<file path="src/hdl/homogeneous_point_transform_top_defines.svh">
// Assertion helpers used by the top-level RTL file.
`ifndef HOMOGENEOUS_POINT_TRANSFORM_TOP_DEFINES_SVH
`define HOMOGENEOUS_POINT_TRANSFORM_TOP_DEFINES_SVH

// Same-cycle implication, disabled during reset.
`define HPT_ASSERT_IMPL(label, ante, cons) \
  label: assert property (@(posedge clk) disable iff (!rst_n) (ante) |-> (cons)) \
    else $error("hpt assertion failed");

// Next-cycle implication, disabled during reset.
`define HPT_ASSERT_NEXT(label, ante, cons) \
  label: assert property (@(posedge clk) disable iff (!rst_n) (ante) |=> (cons)) \
    else $error("hpt assertion failed");

`endif

</file>
<file path="src/hdl/hpt_pkg.sv">
`default_nettype none
package hpt_pkg;

  localparam int COORD_W = 32;
  // Exact sum of three 64-bit products and one shifted coefficient
  localparam int SUM_W   = 66;
  localparam int MAC_LAT = 3;
  localparam int DIV_LAT = COORD_W + 3;
  localparam int PIPE_LAT = MAC_LAT + DIV_LAT;

  localparam logic [COORD_W-1:0] SAT_POS = 32'h7FFF_FFFF;
  localparam logic [COORD_W-1:0] SAT_NEG = 32'h8000_0000;

  typedef logic signed [COORD_W-1:0] coef_t;
  typedef coef_t [3:0][3:0] matrix_t;   // [row][col]
  typedef logic signed [SUM_W-1:0] sum_t;

  typedef struct packed {
    logic signed [COORD_W-1:0] point_x;
    logic signed [COORD_W-1:0] point_y;
    logic signed [COORD_W-1:0] point_z;
  } point_t;

  typedef struct packed {
    logic signed [COORD_W-1:0] result_x;
    logic signed [COORD_W-1:0] result_y;
    logic signed [COORD_W-1:0] result_z;
    logic                      divide_fault;
  } result_t;

endpackage
`default_nettype wire

</file>
<file path="src/hdl/hpt_cfg_regs.sv">
`default_nettype none
module hpt_cfg_regs #(
  parameter int FRAC_BITS = 16
) (
  input  wire logic          clk,
  input  wire logic          rst_n,
  input  wire logic          psel,
  input  wire logic          penable,
  input  wire logic          pwrite,
  input  wire logic [5:0]    paddr,
  input  wire logic [63:0]   pwdata,
  output logic      [63:0]   prdata,
  output logic               pready,
  output hpt_pkg::matrix_t   matrix
);
  import hpt_pkg::*;

  localparam coef_t ONE = COORD_W'(64'd1 << FRAC_BITS);

  matrix_t    matrix_r;
  logic [1:0] row;
  logic       upper;

  assign row    = paddr[5:4];
  assign upper  = paddr[3];
  assign pready = 1'b1;
  assign matrix = matrix_r;

  // Return the addressed pair of coefficients
  always_comb begin
    if (upper) begin
      prdata = {matrix_r[row][3], matrix_r[row][2]};
    end else begin
      prdata = {matrix_r[row][1], matrix_r[row][0]};
    end
  end

  // Write on the access cycle; reset to identity
  always_ff @(posedge clk) begin
    if (!rst_n) begin
      for (int r = 0; r < 4; r++) begin
        for (int c = 0; c < 4; c++) begin
          matrix_r[r][c] <= (r == c) ? ONE : '0;
        end
      end
    end else if (psel && penable && pwrite) begin
      if (upper) begin
        matrix_r[row][2] <= pwdata[31:0];
        matrix_r[row][3] <= pwdata[63:32];
      end else begin
        matrix_r[row][0] <= pwdata[31:0];
        matrix_r[row][1] <= pwdata[63:32];
      end
    end
  end
endmodule
`default_nettype wire

</file>
<file path="config.mk">
export PLATFORM = sky130hd
export DESIGN_NAME = hpt_cfg_regs
export DESIGN_NICKNAME = d
export VERILOG_FILES = /design/src/hdl/homogeneous_point_transform_top_defines.svh /design/src/hdl/hpt_pkg.sv /design/src/hdl/hpt_cfg_regs.sv
export SDC_FILE = /design/constraint.sdc
export NUM_CORES = 1
export LEC_CHECK = 0
export ABC_AREA = 1
export CAP_MARGIN = 20
export CORE_AREA = 2 2 255 257
export CTS_BUF_LIST = sky130_fd_sc_hd__clkbuf_16
export DETAILED_ROUTE_END_ITERATION = 8
export DIE_AREA = 0 0 257 259
export DONT_BUFFER_PORTS = 1
export PLACE_DENSITY_LB_ADDON = 0.15
export REMOVE_ABC_BUFFERS = 1
export SETUP_SLACK_MARGIN = 0.15
export SYNTH_ARGS = -nofsm -noshare
export SYNTH_HDL_FRONTEND = slang
export SYNTH_SLANG_ARGS = --single-unit
</file>
<file path="constraint.sdc">
create_clock -name clk -period 3.1 [get_ports clk]
set_input_delay 0.31 -clock clk [delete_from_list [all_inputs] [get_ports clk]]
set_output_delay 0.31 -clock clk [all_outputs]
set_load 0.05 [all_outputs]
</file>
==> run_results.csv <==
group,metric,value,unit
finish,stdcell_count,5397,
drt,wl_per_cell,19.5,um
logic_synthesis,ys_seq_area_share,40.1,%
global_routing,overflow,0,
drt,vias_per_cell,5.06,
sta,finalSetupViolations,0,
drt,first_iter_violations,2282,
power_and_ir_drop,max-vdd-ir-drop,0.000392,V
floorplanning,pin_count,652,
critical_path,cp.required,2.79,ns
sta,min_period_over_period,83.5,%
clocking,ctsResizeCount,0,
outcome,status,"finished clean",
sta,holdWs,0.0506,ns
clocking,numCtsBuffers,58,
finish,drive_gt1_share,4.18,%
clocking,cts_setup_buffers,0,
logic_synthesis,yosysWarningCount,0,
finish,area_delta_synth_final,21.9,%
clocking,cts.sinks,512,
sta,rsz0062_at_grt,"no",
critical_path,cpPeakStageDelay,0.55,ns
critical_path,worst-setup-path-type,"in2out",
flow_run,max_cap_violations,0,
global_routing,grt_pass1_vias,25120,
logic_synthesis,syn_avg_cell_area,5.94,um^2
global_routing,grt_max_degree,347,
drt,drt.antenna.violating_nets,0,
clocking,cts.clk_slew.worst_paths,0.06,ns
clocking,htreeDepth,2,
drt,drc,0,
floorplanning,coreArea,63900,um^2
sta,finClkSkew,0,ns
finish,fin_util,48.8,%
global_routing,grt_pass1_wl,158000,um
global_routing,antenna_found_initial,2,
drt,drt-pass1-iter-count,6,
clocking,cts-root-buf,"clkbuf_16",
drt,routed_wl,105000,um
floorplanning,dieArea,66600,um^2
logic_synthesis,ys_ff_latch,512,
clocking,hold_buffers,348,
finish,nFillCells,6737,
clocking,cts_tree,"built",
critical_path,path_max_fanout,262,
floorplanning,die_height,259,um
critical_path,path_common_cell,"nand2_1",
floorplanning,rows,93,
place,placed_area,25900,um^2
power_and_ir_drop,leakagePower,14.4,nW
sta,timing.slew.headroom,45.2,%
floorplanning,die_w,257,um
worst_hold_path,hp-class,"in2reg",
critical_path,worstSetupStartpointType,"input port",
place,hpwlAfterDp,60000,um
global_routing,grt_use_total,30.2,%
finish,largest_reg_flops,512,
sta,fin_crit,2.59,ns
sta,worst_slew_pin_slew,0.822,ns
sta,report.final.slew_viol_count,0,
critical_path,arrival,2.28,ns
drt,vias,27331,
critical_path,crit_slowest_cell,"inv_8",
finish,nets,4570,
sta,setup_tns,0,ns
place,port_buffers,0,
logic_synthesis,syn_area,25500,um^2
place,dp_cells,4942,
clocking,clock_path_buffers,3,
critical_path,crit_chain,"inv_8 > buf_4 > nand2_1 > nand2_1 > nand2_1 > nand2_1 > nand2_1 > nand2_1",
sta,hold_viol_final,0,
finish,final_cell_area,31100,um^2
sta,fmax,0.386,GHz
critical_path,end_kind,"output port",
logic_synthesis,synthCells,4300,
place,gp_congestion,0.846,
clocking,clk-insertion-delay-late,0.63,ns
power_and_ir_drop,power_density,480,nW/um^2
floorplanning,initial_core_util,40.0,%
logic_synthesis,synth.distinct_cells,19,
==> through the flow <==
step / worst slack, ns / power, mW
floorplan: -3.53 / 7.81
global placement: 0.869 / 8.17
detailed placement: 0.863 / 8.17
CTS: 0.542 / 15.0
global route: 0.424 / 15.4
finish: 0.510 / 14.9
==> worst paths after layout <==
check	from	endpoint	slack (ns)	depth (start not counted)
max	paddr[4]	prdata[36]	0.51	8
min	pwdata[28]	matrix[348]	0.05	4
max reg2reg	matrix[336]	matrix[336]	1.48	3
min reg2reg	matrix[126]	matrix[126]	0.68	3
==> placed cells by master (no fill, tap or decap), types with 2 or more instances in the layout <==
cell type	count
o21ai_0	3
nor2_1	1017
inv_4	2
nand3_2	2
buf_4	73
nor2_4	14
dfxtp_1	512
inv_8	2
buf_12	16
nand3_1	388
clkinv_2	14
clkinv_1	12
nand2_1	1992
inv_1	80
clkbuf_16	61
dlygate4sd3_1	346
==> cells by family (layout without fill, tap and decap cells) <==
kind of cell    after synthesis  after routing  synth area share, %
simple gates               3414           3414                 52.5
compound gates                3              3               0.0588
other cells                   1              2               0.0147
buf+inv                     370            611                 7.31
flops                       512            512                 40.1
==> per-layer routing <==
| layer | wire, um | global-route usage (%) | share of wire, % | vias to the layer above |
|---|---|---|---|---|
| li1 | - | - | - | 13439 |
| met1 | 41700 | 36.5 | 40 | 12652 |
| met2 | 48600 | 49.9 | 46 | 1024 |
| met3 | 10200 | 9.52 | 9.7 | 214 |
| met4 | 4550 | 12.4 | 4.3 | 2 |
| met5 | 13 | 0 | 0.012 | - |
==> power by group <==
part	total (mW)	switching (mW)	internal [mW]
Clock	6.51	2.91	3.60
Combinational	1.40	0.846	0.553
Sequential	7.04	0.375	6.67
==> area by class of cell <==
class	count	area (um^2)	share of cell area, %
well taps	855	1070	3.43
clock inverters	45	221	0.711
repair buffers	436	4360	14.0
clock buffers	61	1530	4.90
inverters	69	279	0.896
multi-input cells	3418	13400	43.1
diodes	1	2.50	0.00803
flip-flops and latches	512	10200	32.9
==> synthesized netlist by cell type, drive strengths merged <==
master  count  area share [%]
buf       221             5.1
conb        1           0.015
dfxtp     512              40
nand3     390             7.7
clkbuf     80             1.2
nor2     1031              16
nand2    1993              29
o21ai       3           0.059
inv        68             1.0
clkinv      1           0.020
==> critical path, delay by kind of cell <==
family        cells  cell delay (ns)
buf+inv           2             0.92
simple gates      6             0.77
No activity file was read; power rests on OpenSTA's default activity.
